==> src/hdl/hsv_to_rgb_converter_macros.svh <==
// Assertion macros for the HSV to RGB converter, clocked on i_clk and masked in reset.
`ifndef HSV_TO_RGB_CONVERTER_MACROS_SVH
`define HSV_TO_RGB_CONVERTER_MACROS_SVH

// Same-cycle implication.
`define HSV2RGB_ASSERT_NOW(label, ante, cons, msg) \
    label: assert property (@(posedge i_clk) disable iff (!i_rst_n) (ante) |-> (cons)) \
        else $error(msg);

// Next-cycle implication.
`define HSV2RGB_ASSERT_NEXT(label, ante, cons, msg) \
    label: assert property (@(posedge i_clk) disable iff (!i_rst_n) (ante) |=> (cons)) \
        else $error(msg);

`endif

==> src/hdl/hsv2rgb_pkg.sv <==
// Shared constants and types of the HSV to RGB converter.
`default_nettype none

package hsv2rgb_pkg;

    localparam int C_FRAC_BITS     = 12;
    localparam int C_HUE_W         = 15;
    localparam int C_SECTOR_UNITS  = 3840;
    localparam int C_SECTOR_COUNT  = 6;
    localparam int C_SECTOR_HI_DIV = 15;

    typedef enum logic [2:0] {
        SEC_RED_YELLOW   = 3'd0,
        SEC_YELLOW_GREEN = 3'd1,
        SEC_GREEN_CYAN   = 3'd2,
        SEC_CYAN_BLUE    = 3'd3,
        SEC_BLUE_MAGENTA = 3'd4,
        SEC_MAGENTA_RED  = 3'd5
    } t_sector;

endpackage

`default_nettype wire

==> src/hdl/hsv2rgb_in_if.sv <==
// Stream interface that carries one HSV pixel with alpha.
`default_nettype none

interface hsv2rgb_in_if import hsv2rgb_pkg::*; #(
    parameter int FRAC_BITS = C_FRAC_BITS
) ();
    logic                 valid;
    logic                 ready;
    logic [C_HUE_W-1:0]   hue;
    logic [FRAC_BITS:0]   saturation;
    logic [FRAC_BITS:0]   brightness;
    logic [FRAC_BITS:0]   alpha_in;

    modport source (output valid, output hue, output saturation, output brightness,
                    output alpha_in, input ready);
    modport sink   (input valid, input hue, input saturation, input brightness,
                    input alpha_in, output ready);
endinterface

`default_nettype wire

==> src/hdl/hsv2rgb_out_if.sv <==
// Stream interface that carries one RGB pixel with alpha.
`default_nettype none

interface hsv2rgb_out_if import hsv2rgb_pkg::*; #(
    parameter int FRAC_BITS = C_FRAC_BITS
) ();
    logic               valid;
    logic               ready;
    logic [FRAC_BITS:0] red;
    logic [FRAC_BITS:0] green;
    logic [FRAC_BITS:0] blue;
    logic [FRAC_BITS:0] alpha_out;

    modport source (output valid, output red, output green, output blue,
                    output alpha_out, input ready);
    modport sink   (input valid, input red, input green, input blue,
                    input alpha_out, output ready);
endinterface

`default_nettype wire

==> src/hdl/hsv_to_rgb_converter.sv <==
// Four-stage pipelined HSV to RGB pixel converter with alpha pass-through.
`default_nettype none
`include "hsv_to_rgb_converter_macros.svh"

// The converter accepts one pixel per clock while its output is not held. Stage one splits
// the hue into a sector and an in-sector remainder and clamps saturation and brightness
// to 1.0, stage two turns the remainder into the fraction f with a reciprocal multiply,
// stage three forms f*s, (1-f)*s and p, and stage four forms q and t and routes the channels
// into the output register. Each stage holds its item while the stage after it is full and
// stalled, so a held output stalls the pipeline back to the input.
module hsv_to_rgb_converter import hsv2rgb_pkg::*; #(
    parameter int FRAC_BITS = C_FRAC_BITS
) (
    input  wire           i_clk,
    input  wire           i_rst_n,
    hsv2rgb_in_if.sink    i_pix,
    hsv2rgb_out_if.source o_pix
);

    localparam int FW       = FRAC_BITS + 1;
    localparam int XW       = FRAC_BITS + 4;
    localparam int KSH      = XW + 4;
    localparam int MW       = KSH - 3;
    localparam int PW       = XW + MW;
    localparam logic [FW-1:0] ONE   = FW'(1) << FRAC_BITS;
    localparam logic [MW-1:0] RECIP = MW'(((1 << KSH) + C_SECTOR_HI_DIV - 1) / C_SECTOR_HI_DIV);

    function automatic logic [3:0] hi_quotient(input logic [6:0] hi);
        logic [3:0] q;
        q = '0;
        for (int k = 1; k <= 8; k++) begin
            if (hi >= 7'(C_SECTOR_HI_DIV * k)) begin
                q = q + 4'd1;
            end
        end
        return q;
    endfunction

    function automatic logic [FW-1:0] clamp_one(input logic [FW-1:0] x);
        return (x > ONE) ? ONE : x;
    endfunction

    logic rdy1, rdy2, rdy3, rdy4;

    logic          r_v1, r_v2, r_v3, r_v4;
    t_sector       r_sec1, r_sec2, r_sec3;
    logic [11:0]   r_rem1;
    logic [FW-1:0] r_s1, r_s2, r_v1d, r_v2d, r_v3d;
    logic [FW-1:0] r_a1, r_a2, r_a3;
    logic [FRAC_BITS-1:0] r_f2;
    logic [FRAC_BITS-1:0] r_fs3;
    logic [FW-1:0] r_gs3, r_p3;
    logic [FW-1:0] r_red4, r_green4, r_blue4, r_a4;

    logic [3:0]    n_quo;
    logic [3:0]    n_rem_hi;
    t_sector       n_sec1;
    logic [XW-1:0] n_x;
    logic [PW-1:0] n_fprod;
    logic [FRAC_BITS-1:0] n_f2;
    logic [FW-1:0] n_omf;
    logic [2*FW-1:0] n_fsprod, n_gsprod, n_pprod, n_qprod, n_tprod;
    logic [FW-1:0] n_q, n_t;
    logic [FW-1:0] n_red4, n_green4, n_blue4;

    assign rdy4        = !r_v4 || o_pix.ready;
    assign rdy3        = !r_v3 || rdy4;
    assign rdy2        = !r_v2 || rdy3;
    assign rdy1        = !r_v1 || rdy2;
    assign i_pix.ready = rdy1;

    always_comb begin
        n_quo    = hi_quotient(i_pix.hue[14:8]);
        n_rem_hi = 4'(i_pix.hue[14:8] - 7'(C_SECTOR_HI_DIV) * {3'd0, n_quo});
        if (n_quo >= 4'(C_SECTOR_COUNT)) begin
            n_sec1 = t_sector'(3'(n_quo - 4'(C_SECTOR_COUNT)));
        end else begin
            n_sec1 = t_sector'(n_quo[2:0]);
        end
    end

    always_comb begin
        n_x     = XW'(r_rem1) << (FRAC_BITS - 8);
        n_fprod = PW'(n_x) * PW'(RECIP);
        n_f2    = n_fprod[KSH +: FRAC_BITS];
    end

    always_comb begin
        n_omf    = ONE - FW'(r_f2);
        n_fsprod = (2*FW)'(r_f2) * (2*FW)'(r_s2);
        n_gsprod = (2*FW)'(n_omf) * (2*FW)'(r_s2);
        n_pprod  = (2*FW)'(r_v2d) * (2*FW)'(ONE - r_s2);
    end

    always_comb begin
        n_qprod = (2*FW)'(r_v3d) * (2*FW)'(ONE - FW'(r_fs3));
        n_tprod = (2*FW)'(r_v3d) * (2*FW)'(ONE - r_gs3);
        n_q     = n_qprod[FRAC_BITS +: FW];
        n_t     = n_tprod[FRAC_BITS +: FW];
        case (r_sec3)
            SEC_RED_YELLOW: begin
                n_red4 = r_v3d; n_green4 = n_t;   n_blue4 = r_p3;
            end
            SEC_YELLOW_GREEN: begin
                n_red4 = n_q;   n_green4 = r_v3d; n_blue4 = r_p3;
            end
            SEC_GREEN_CYAN: begin
                n_red4 = r_p3;  n_green4 = r_v3d; n_blue4 = n_t;
            end
            SEC_CYAN_BLUE: begin
                n_red4 = r_p3;  n_green4 = n_q;   n_blue4 = r_v3d;
            end
            SEC_BLUE_MAGENTA: begin
                n_red4 = n_t;   n_green4 = r_p3;  n_blue4 = r_v3d;
            end
            SEC_MAGENTA_RED: begin
                n_red4 = r_v3d; n_green4 = r_p3;  n_blue4 = n_q;
            end
            default: begin
                n_red4 = r_v3d; n_green4 = r_p3;  n_blue4 = n_q;
            end
        endcase
    end

    always_ff @(posedge i_clk) begin
        if (!i_rst_n) begin
            r_v1 <= 1'b0;
            r_v2 <= 1'b0;
            r_v3 <= 1'b0;
            r_v4 <= 1'b0;
        end else begin
            if (rdy1) r_v1 <= i_pix.valid;
            if (rdy2) r_v2 <= r_v1;
            if (rdy3) r_v3 <= r_v2;
            if (rdy4) r_v4 <= r_v3;
        end
    end

    always_ff @(posedge i_clk) begin
        if (rdy1) begin
            r_sec1 <= n_sec1;
            r_rem1 <= {n_rem_hi, i_pix.hue[7:0]};
            r_s1   <= clamp_one(i_pix.saturation);
            r_v1d  <= clamp_one(i_pix.brightness);
            r_a1   <= i_pix.alpha_in;
        end
        if (rdy2) begin
            r_sec2 <= r_sec1;
            r_f2   <= n_f2;
            r_s2   <= r_s1;
            r_v2d  <= r_v1d;
            r_a2   <= r_a1;
        end
        if (rdy3) begin
            r_sec3 <= r_sec2;
            r_fs3  <= n_fsprod[FRAC_BITS +: FRAC_BITS];
            r_gs3  <= n_gsprod[FRAC_BITS +: FW];
            r_p3   <= n_pprod[FRAC_BITS +: FW];
            r_v3d  <= r_v2d;
            r_a3   <= r_a2;
        end
        if (rdy4) begin
            r_red4   <= n_red4;
            r_green4 <= n_green4;
            r_blue4  <= n_blue4;
            r_a4     <= r_a3;
        end
    end

    assign o_pix.valid     = r_v4;
    assign o_pix.red       = r_red4;
    assign o_pix.green     = r_green4;
    assign o_pix.blue      = r_blue4;
    assign o_pix.alpha_out = r_a4;

    `HSV2RGB_ASSERT_NOW(a_hue_split, r_v1,
        (r_sec1 <= SEC_MAGENTA_RED) && (r_rem1 < 12'(C_SECTOR_UNITS)),
        "Hue split gave a sector or remainder out of range.")

    `HSV2RGB_ASSERT_NEXT(a_stage3_hold, r_v3 && !rdy4,
        r_v3 && $stable(r_fs3) && $stable(r_gs3) && $stable(r_p3),
        "Stage three item changed while the output was stalled.")

    `HSV2RGB_ASSERT_NOW(a_rgb_range, r_v4,
        (r_red4 <= ONE) && (r_green4 <= ONE) && (r_blue4 <= ONE),
        "A color channel exceeds 1.0.")

endmodule

`default_nettype wire
==> src/flat_wrapper.sv <==
// flat-port wrapper written by rule: the top's interface ports become plain ports
module hsv_to_rgb_converter_flat import hsv2rgb_pkg::*;
#(
    parameter int FRAC_BITS = C_FRAC_BITS
)
  (i_clk, i_rst_n, i_pix_valid, i_pix_hue, i_pix_saturation, i_pix_brightness, i_pix_alpha_in, i_pix_ready, o_pix_valid, o_pix_red, o_pix_green, o_pix_blue, o_pix_alpha_out, o_pix_ready);
  hsv2rgb_in_if #(.FRAC_BITS(FRAC_BITS)) i_pix_i ();
  hsv2rgb_out_if #(.FRAC_BITS(FRAC_BITS)) o_pix_i ();
  input  wire i_clk;
  input  wire i_rst_n;
  input wire logic [$bits(i_pix_i.valid)-1:0] i_pix_valid;
  input wire logic [$bits(i_pix_i.hue)-1:0] i_pix_hue;
  input wire logic [$bits(i_pix_i.saturation)-1:0] i_pix_saturation;
  input wire logic [$bits(i_pix_i.brightness)-1:0] i_pix_brightness;
  input wire logic [$bits(i_pix_i.alpha_in)-1:0] i_pix_alpha_in;
  output wire logic [$bits(i_pix_i.ready)-1:0] i_pix_ready;
  output wire logic [$bits(o_pix_i.valid)-1:0] o_pix_valid;
  output wire logic [$bits(o_pix_i.red)-1:0] o_pix_red;
  output wire logic [$bits(o_pix_i.green)-1:0] o_pix_green;
  output wire logic [$bits(o_pix_i.blue)-1:0] o_pix_blue;
  output wire logic [$bits(o_pix_i.alpha_out)-1:0] o_pix_alpha_out;
  input wire logic [$bits(o_pix_i.ready)-1:0] o_pix_ready;
  assign i_pix_i.valid = i_pix_valid;
  assign i_pix_i.hue = i_pix_hue;
  assign i_pix_i.saturation = i_pix_saturation;
  assign i_pix_i.brightness = i_pix_brightness;
  assign i_pix_i.alpha_in = i_pix_alpha_in;
  assign i_pix_ready = i_pix_i.ready;
  assign o_pix_valid = o_pix_i.valid;
  assign o_pix_red = o_pix_i.red;
  assign o_pix_green = o_pix_i.green;
  assign o_pix_blue = o_pix_i.blue;
  assign o_pix_alpha_out = o_pix_i.alpha_out;
  assign o_pix_i.ready = o_pix_ready;
  hsv_to_rgb_converter #(.FRAC_BITS(FRAC_BITS)) u_core (.i_clk(i_clk), .i_rst_n(i_rst_n), .i_pix(i_pix_i), .o_pix(o_pix_i));
endmodule
==> config.mk <==
export PLATFORM = sky130hd
export DESIGN_NAME = hsv_to_rgb_converter_flat
export DESIGN_NICKNAME = d
export VERILOG_FILES = /design/src/hdl/hsv2rgb_pkg.sv /design/src/hdl/hsv2rgb_in_if.sv /design/src/hdl/hsv2rgb_out_if.sv /design/src/hdl/hsv_to_rgb_converter.sv /design/src/flat_wrapper.sv
export VERILOG_INCLUDE_DIRS = /design/src /design/src/hdl
export SDC_FILE = /design/constraint.sdc
export NUM_CORES = 2
export LEC_CHECK = 0
export BUFFER_PORTS_ARGS = -buffer_cell sky130_fd_sc_hd__buf_2
export CAP_MARGIN = 20
export CORE_AREA = 2 2 367 187
export DETAILED_ROUTE_END_ITERATION = 8
export DIE_AREA = 0 0 369 189
export PLACE_DENSITY = 0.82
export SYNTH_ARGS = -nofsm -noshare
export SYNTH_HDL_FRONTEND = slang
export SYNTH_SLANG_ARGS = --single-unit
==> constraint.sdc <==
create_clock -name i_clk -period 22.6 [get_ports i_clk]
set_input_delay 3.39 -clock i_clk [delete_from_list [all_inputs] [get_ports i_clk]]
set_output_delay 3.39 -clock i_clk [all_outputs]
set_load 0.1 [all_outputs]
Word-level counts from Yosys, hierarchy flattened
Index checks and enable logic that the tools add are counted.
{"block": "totals", "latch_bits": 0, "out_inout_bits": 54, "mem_bits_ro": 0, "inputBits": 58, "mem_bits_rw": 0, "register_bits": 231, "mem_count": 0}
{"block": "classes", "eq_ne": 4, "multipliers": 7, "add_sub_neg": 13, "n_div": 0, "mux": 12, "bitwise": 0, "shift": 0, "n_reduce_logical": 13, "n_lt_le_gt_ge": 11}
{"cell": "case mux 13 bit (3 select lines)", "n": 3}
{"cell": "multiplier 13 x 26 -> 25 bit", "n": 3}
{"cell": ">= comparator 7 bit (second input constant)", "n": 4}
{"cell": "two-way mux 4 bit", "n": 7}
{"cell": "subtractor 13 x 13 -> 14 bit (first input constant)", "n": 2}
{"cell": "multiplier 12 x 16 -> 27 bit (second input constant)", "n": 1}
{"cell": "greater-than comparator 13 bit (second input constant)", "n": 2}
{"cell": "multiplier 13 x 13 -> 25 bit", "n": 1}
{"cell": "adder 4 x 1 -> 4 bit (second input constant)", "n": 6}
{"cell": "multiplier 12 x 13 -> 24 bit", "n": 1}
{"cell": ">= comparator 7 x 6 -> 1 bit (second input constant)", "n": 2}
{"cell": "subtractor 13 x 12 -> 14 bit (first input constant)", "n": 1}
{"cell": "subtractor 13 x 12 -> 13 bit (first input constant)", "n": 1}
{"cell": "OR reduction 2 bit", "n": 4}
{"cell": ">= comparator 7 x 4 -> 1 bit (second input constant)", "n": 1}
{"cell": ">= comparator 7 x 5 -> 1 bit (second input constant)", "n": 1}
{"cell": "equality test 3 x 2 -> 1 bit (second input constant)", "n": 2}
{"cell": ">= comparator 4 x 3 -> 1 bit (second input constant)", "n": 1}
{"cell": "zero test 1 bit", "n": 4}
{"cell": "logical OR 1 bit", "n": 4}
{"cell": "multiplier 1 x 4 -> 4 bit (first input constant)", "n": 1}
{"cell": "subtractor 4 bit", "n": 1}
{"cell": "equality test 3 x 1 -> 1 bit (second input constant)", "n": 1}
{"cell": "equality test 3 bit (second input constant)", "n": 1}
{"cell": "other kinds (5)", "n": 5}

Depth between registers and ports, before layout
{"block": "depth", "word_depth": 18, "mapped_depth": 29, "mapped_depth_nobuf": 27}

Least setup slack after synthesis
Ideal clock, no wire load.
{"block": "synth_path", "path_type": "input-to-output", "from": "in o_pix_ready", "to": "out i_pix_ready", "arrival_time_ns": 5.442, "path_stages": 3, "slack_ns": 13.768, "n_path_buf": 0, "cell_sequence": "nor2b_1 -> and3_1 -> nand2_1"}
{"block": "synth_via", "elab_chain_cells": 4}
{"element": "start, declared", "line": "flat_wrapper.sv:22", "source": "input wire logic [$bits(o_pix_i.ready)-1:0] o_pix_ready;"}
{"element": "logical OR 1 bit", "line": "hsv_to_rgb_converter.sv:66", "source": "assign rdy4 = !r_v4 || o_pix.ready;"}
{"element": "logical OR 1 bit", "line": "hsv_to_rgb_converter.sv:67", "source": "assign rdy3 = !r_v3 || rdy4;"}
{"element": "logical OR 1 bit", "line": "hsv_to_rgb_converter.sv:68", "source": "assign rdy2 = !r_v2 || rdy3;"}
{"element": "logical OR 1 bit", "line": "hsv_to_rgb_converter.sv:69", "source": "assign rdy1 = !r_v1 || rdy2;"}
{"element": "end, declared", "line": "flat_wrapper.sv:16", "source": "output wire logic [$bits(i_pix_i.ready)-1:0] i_pix_ready;"}
No other way between the ends.

Worst setup path after layout
{"block": "layout_path", "from": "in i_pix_hue[14]", "to": "reg u_core.r_rem1[11], data pin"}
{"block": "layout_via", "elab_chain_cells": 18}
{"element": "start, declared", "line": "flat_wrapper.sv:12", "source": "input wire logic [$bits(i_pix_i.hue)-1:0] i_pix_hue;"}
{"element": ">= comparator 7 x 4 -> 1 bit", "line": "hsv_to_rgb_converter.sv:32", "source": "if (hi >= 7'(C_SECTOR_HI_DIV * k)) begin"}
{"element": "two-way mux 1 bit", "line": "hsv_to_rgb_converter.sv:32"}
{"element": "adder 1 x 1 -> 2 bit", "line": "hsv_to_rgb_converter.sv:33", "source": "q = q + 4'd1;"}
{"element": "two-way mux 4 bit", "line": "hsv_to_rgb_converter.sv:32"}
{"element": "adder 4 x 1 -> 4 bit", "line": "hsv_to_rgb_converter.sv:33"}
{"element": "two-way mux 4 bit", "line": "hsv_to_rgb_converter.sv:32"}
{"element": "adder 4 x 1 -> 4 bit", "line": "hsv_to_rgb_converter.sv:33"}
{"element": "two-way mux 4 bit", "line": "hsv_to_rgb_converter.sv:32"}
{"element": "(+3 left out)"}
{"element": "two-way mux 4 bit", "line": "hsv_to_rgb_converter.sv:32"}
{"element": "adder 4 x 1 -> 4 bit", "line": "hsv_to_rgb_converter.sv:33"}
{"element": "two-way mux 4 bit", "line": "hsv_to_rgb_converter.sv:32"}
{"element": "adder 4 x 1 -> 4 bit", "line": "hsv_to_rgb_converter.sv:33"}
{"element": "two-way mux 4 bit *", "line": "hsv_to_rgb_converter.sv:32"}
{"element": "multiplier 1 x 4 -> 4 bit *", "line": "hsv_to_rgb_converter.sv:74", "source": "n_rem_hi = 4'(i_pix.hue[14:8] - 7'(C_SECTOR_HI_DIV) * {3'd0, n_quo});"}
{"element": "subtractor 4 bit *", "line": "hsv_to_rgb_converter.sv:74"}
{"element": "via u_core.n_rem_hi[3]", "line": "hsv_to_rgb_converter.sv:56", "source": "logic [3:0] n_rem_hi;"}
{"element": "end signal, assigned", "line": "hsv_to_rgb_converter.sv:142", "source": "r_rem1 <= {n_rem_hi, i_pix.hue[7:0]};"}
{"element": "end, declared", "line": "hsv_to_rgb_converter.sv:47", "source": "logic [11:0] r_rem1;"}
The timed path passes the listed nets; every way through them passes the cells marked *.
A chain may end at the register's enable or synchronous reset.

==> summary.txt <==
Setup path
  – Max incr delay on CP: 0.41 ns
  – Worst R2R Path Depth: 25
  – Worst EP required: 22.93 ns
  – Reg2Reg Launch Point: u_core.r_gs3[3]
  – CP max-delay cell: a21oi_1
  – CP endpoint kind: register
  – CP top delay family: adder cells
  – Number of buffers and inverters on the critical path: 4
  – CP Launch Type: primary input
  – Arr. time, crit path: 9.06 ns
  – FF-to-FF End: u_core.o_pix.green[5]
  – Worst R2R Setup Slack: 13.98 ns
  – Critical path fanouts, max: 14
  – Crit Path Category: primary input to register
  – Worst path most repeated cell: ha_1

Clock network
  – Number of H-tree levels: 1
  – Inserted Clock Buffers: 24
  – Max clock buf depth: 3
  – Clock sinks: 231
  – CTS Hold Bufs: 0
  – Clk_lat worst skew: 0.58 ns
  – TritonCTS clock tree: done
  – Setup Buffers After CTS: 0
  – Clock slew at reported path FFs: 0.08 ns
  – Root buf cell: clkbuf_16
  – Post-CTS resize count: 0

Logic synthesis
  – Syn_nets: 4968
  – Post-synthesis adder-cell area fraction: 0.474
  – XOR/XNOR Fraction of Synth Area: 0.0383
  – Cell count after synthesis: 3894
  – Syn. warnings: 0
  – Post-synth top flop: edfxtp_1
  – Cell variety after synth: 78
  – Post-synthesis mux area share: 0.00113
  – Top cells by instance count after synthesis: inv_1 (839), fa_1 (683), nand2_1 (581)
  – Post-Synth Simple-Gate Area: 0.151
  – Post-synth top area share: 0.363
  – Complex-gate fraction of the synthesized area: 0.0491
  – Largest family of logic cells by synthesized area: adder cells
  – Synth Register Bits: 231
  – Async SR Flop Fraction: 0
  – Count leader, synth: inv_1
  – Sequential fraction of the synthesis area: 0.183
  – Synthesized area per cell: 9.67 um2
  – Cell Area, Synth: 37700 um2
  – Synth area leaders: fa_1 (36%), edfxtp_1 (18%), ha_1 (11%)
  – Largest area contributor in the netlist: fa_1
  – Number of synthesized flops with an enable pin: 227

STA
  – Final setup violation count: 0
  – Setup TNS: 0 ns
  – Worst-margin pin slew: 1.18 ns
  – Max Slew Vio Count: 0
  – Worst slew margin: 0.211
  – Layout Skew: 0.0337 ns
  – Hold violation count in the final report: 0
  – Min Tclk post-route: 8.73 ns
  – RSZ-0062 raised after global routing: false
  – Fin crit share: 0.386
  – Fmax: 115 MHz

Routing
  – Final ANT Viol Nets: 0
  – Total Routed Length: 89.6 mm
  – Routed vias: 26.6k
  – Residual DRC: 0
  – DR WL/cell: 18.5 um
  – Vias/cell: 5.50
  – Initial DRC Count: 2740
  – DRT Pass-1 Iters: 6

Hold path
  – Worst Hold Class: register to register
  – Min-delay src: u_core.r_a2[11]
  – Hold endpoint: u_core.r_a3[11]
  – Hold depth: 0

Placed design
  – # port buffers: 111
  – Placed Area: 39100 um2
  – Hpwl dp: 69.9 mm
  – Gp weighted congestion: 0.953

GRT
  – First-pass GRT wire length: 150 mm
  – Antenna violations before repair: 3
  – Vias in the first global route: 28.6k
  – Tot GR Track Use: 0.271
  – Largest net degree at the start of global routing: 68
  – Global route total overflow: 0

Run status
  – Outcome: finished, final reports clean

Floorplanning
  – Core area: 66400 um2
  – Die W: 369 um
  – Rows: 67
  – Die area: 69700 um2
  – Initial Utilization: 0.567
  – I/O pins: 112
  – Die height: 189 um

Finish
  – Fin area: 39900 um2
  – Share of layout cells above drive strength 1: 0.0617
  – Layout Nets: 4994
  – Synth-to-layout area growth: 5.99%

Job
  – Max Cap Viol: 0
-- worst max path at each step --
stage	cells after the start	to	start
2_1_floorplan	3	i_pix_ready	o_pix_ready
3_3_place_gp	28	u_core.r_rem1[11]	i_pix_hue[14]
3_5_place_dp	28	u_core.r_rem1[11]	i_pix_hue[14]
4_1_cts	28	u_core.r_rem1[11]	i_pix_hue[14]
5_1_grt	28	u_core.r_rem1[11]	i_pix_hue[14]
6_report	28	u_core.r_rem1[11]	i_pix_hue[14]
-- final cells by class --
| cell class | instances | area, um2 |
|---|---|---|
| repair buffers | 186 | 1130 |
| clock buffers | 26 | 608 |
| diodes | 3 | 7.51 |
| flip-flops and latches | 231 | 6900 |
| multi-input cells | 2638 | 26900 |
| fillers | 5335 | 26500 |
| well taps | 897 | 1120 |
| clock inverters | 17 | 144 |
| inverters | 839 | 3150 |
-- routing by layer --
| metal | GRT usage | part of all wire | vias to the layer above |
|---|---|---|---|
| met5 | 0 | 0 | - |
| met4 | 0.0589 | 0.021 | 0 |
| met3 | 0.0898 | 0.14 | 149 |
| met2 | 0.393 | 0.42 | 1483 |
| met1 | 0.396 | 0.43 | 13100 |
| li1 | - | - | 11900 |
-- logic make-up after synthesis --
kind of cell,Yosys count
simple gates,1183
buf+inv,1025
compound gates,272
xor+xnor,163
flops,231
mux,4
fa+ha+maj,1016
-- through the flow --
| stage | setup WS, ns | hold WS [ns] | std cells | util |
|---|---|---|---|---|
| after detailed placement | 13.33 | 0.405 | 4784 | 0.589 |
| after global placement | 13.41 | 0.400 | 4782 | 0.589 |
| after floorplan | 13.77 | 0.400 | 3894 | - |
| after CTS | 13.92 | 0.414 | 4827 | 0.600 |
| final | 13.87 | 0.415 | 4837 | 0.601 |
| after global routing | 13.45 | 0.424 | 4835 | 0.601 |
-- placed cells by master (no fill, tap or decap), types with 10 or more instances in the layout --
cell / n
nor2b_1: 40
fa_1: 683
o22ai_1: 11
a22oi_1: 10
nand3_1: 20
o211ai_1: 10
or3_1: 15
ha_1: 333
a21oi_1: 60
o21a_1: 17
nor2_1: 95
xor2_1: 52
xnor2_1: 110
o21ai_0: 46
buf_2: 112
a21o_1: 20
inv_1: 837
and2_1: 342
edfxtp_1: 227
buf_4: 73
clkbuf_16: 24
nand2_1: 579
nor3_1: 35
-- worst register-to-register path, delay by kind of cell, from the launching register on --
family                     cells  cell delay (ns)
adders and majority gates      6             2.81
AOI/OAI and AO/OA              7             2.08
and+or+nand+nor                5             1.75
xor gates and xnor gates       2             0.97
DFF                            1             0.44
buffers and inverters          5             0.40
Power is not shown: default switching activity piles up to over one toggle a cycle in this logic, so the estimate is an artifact.
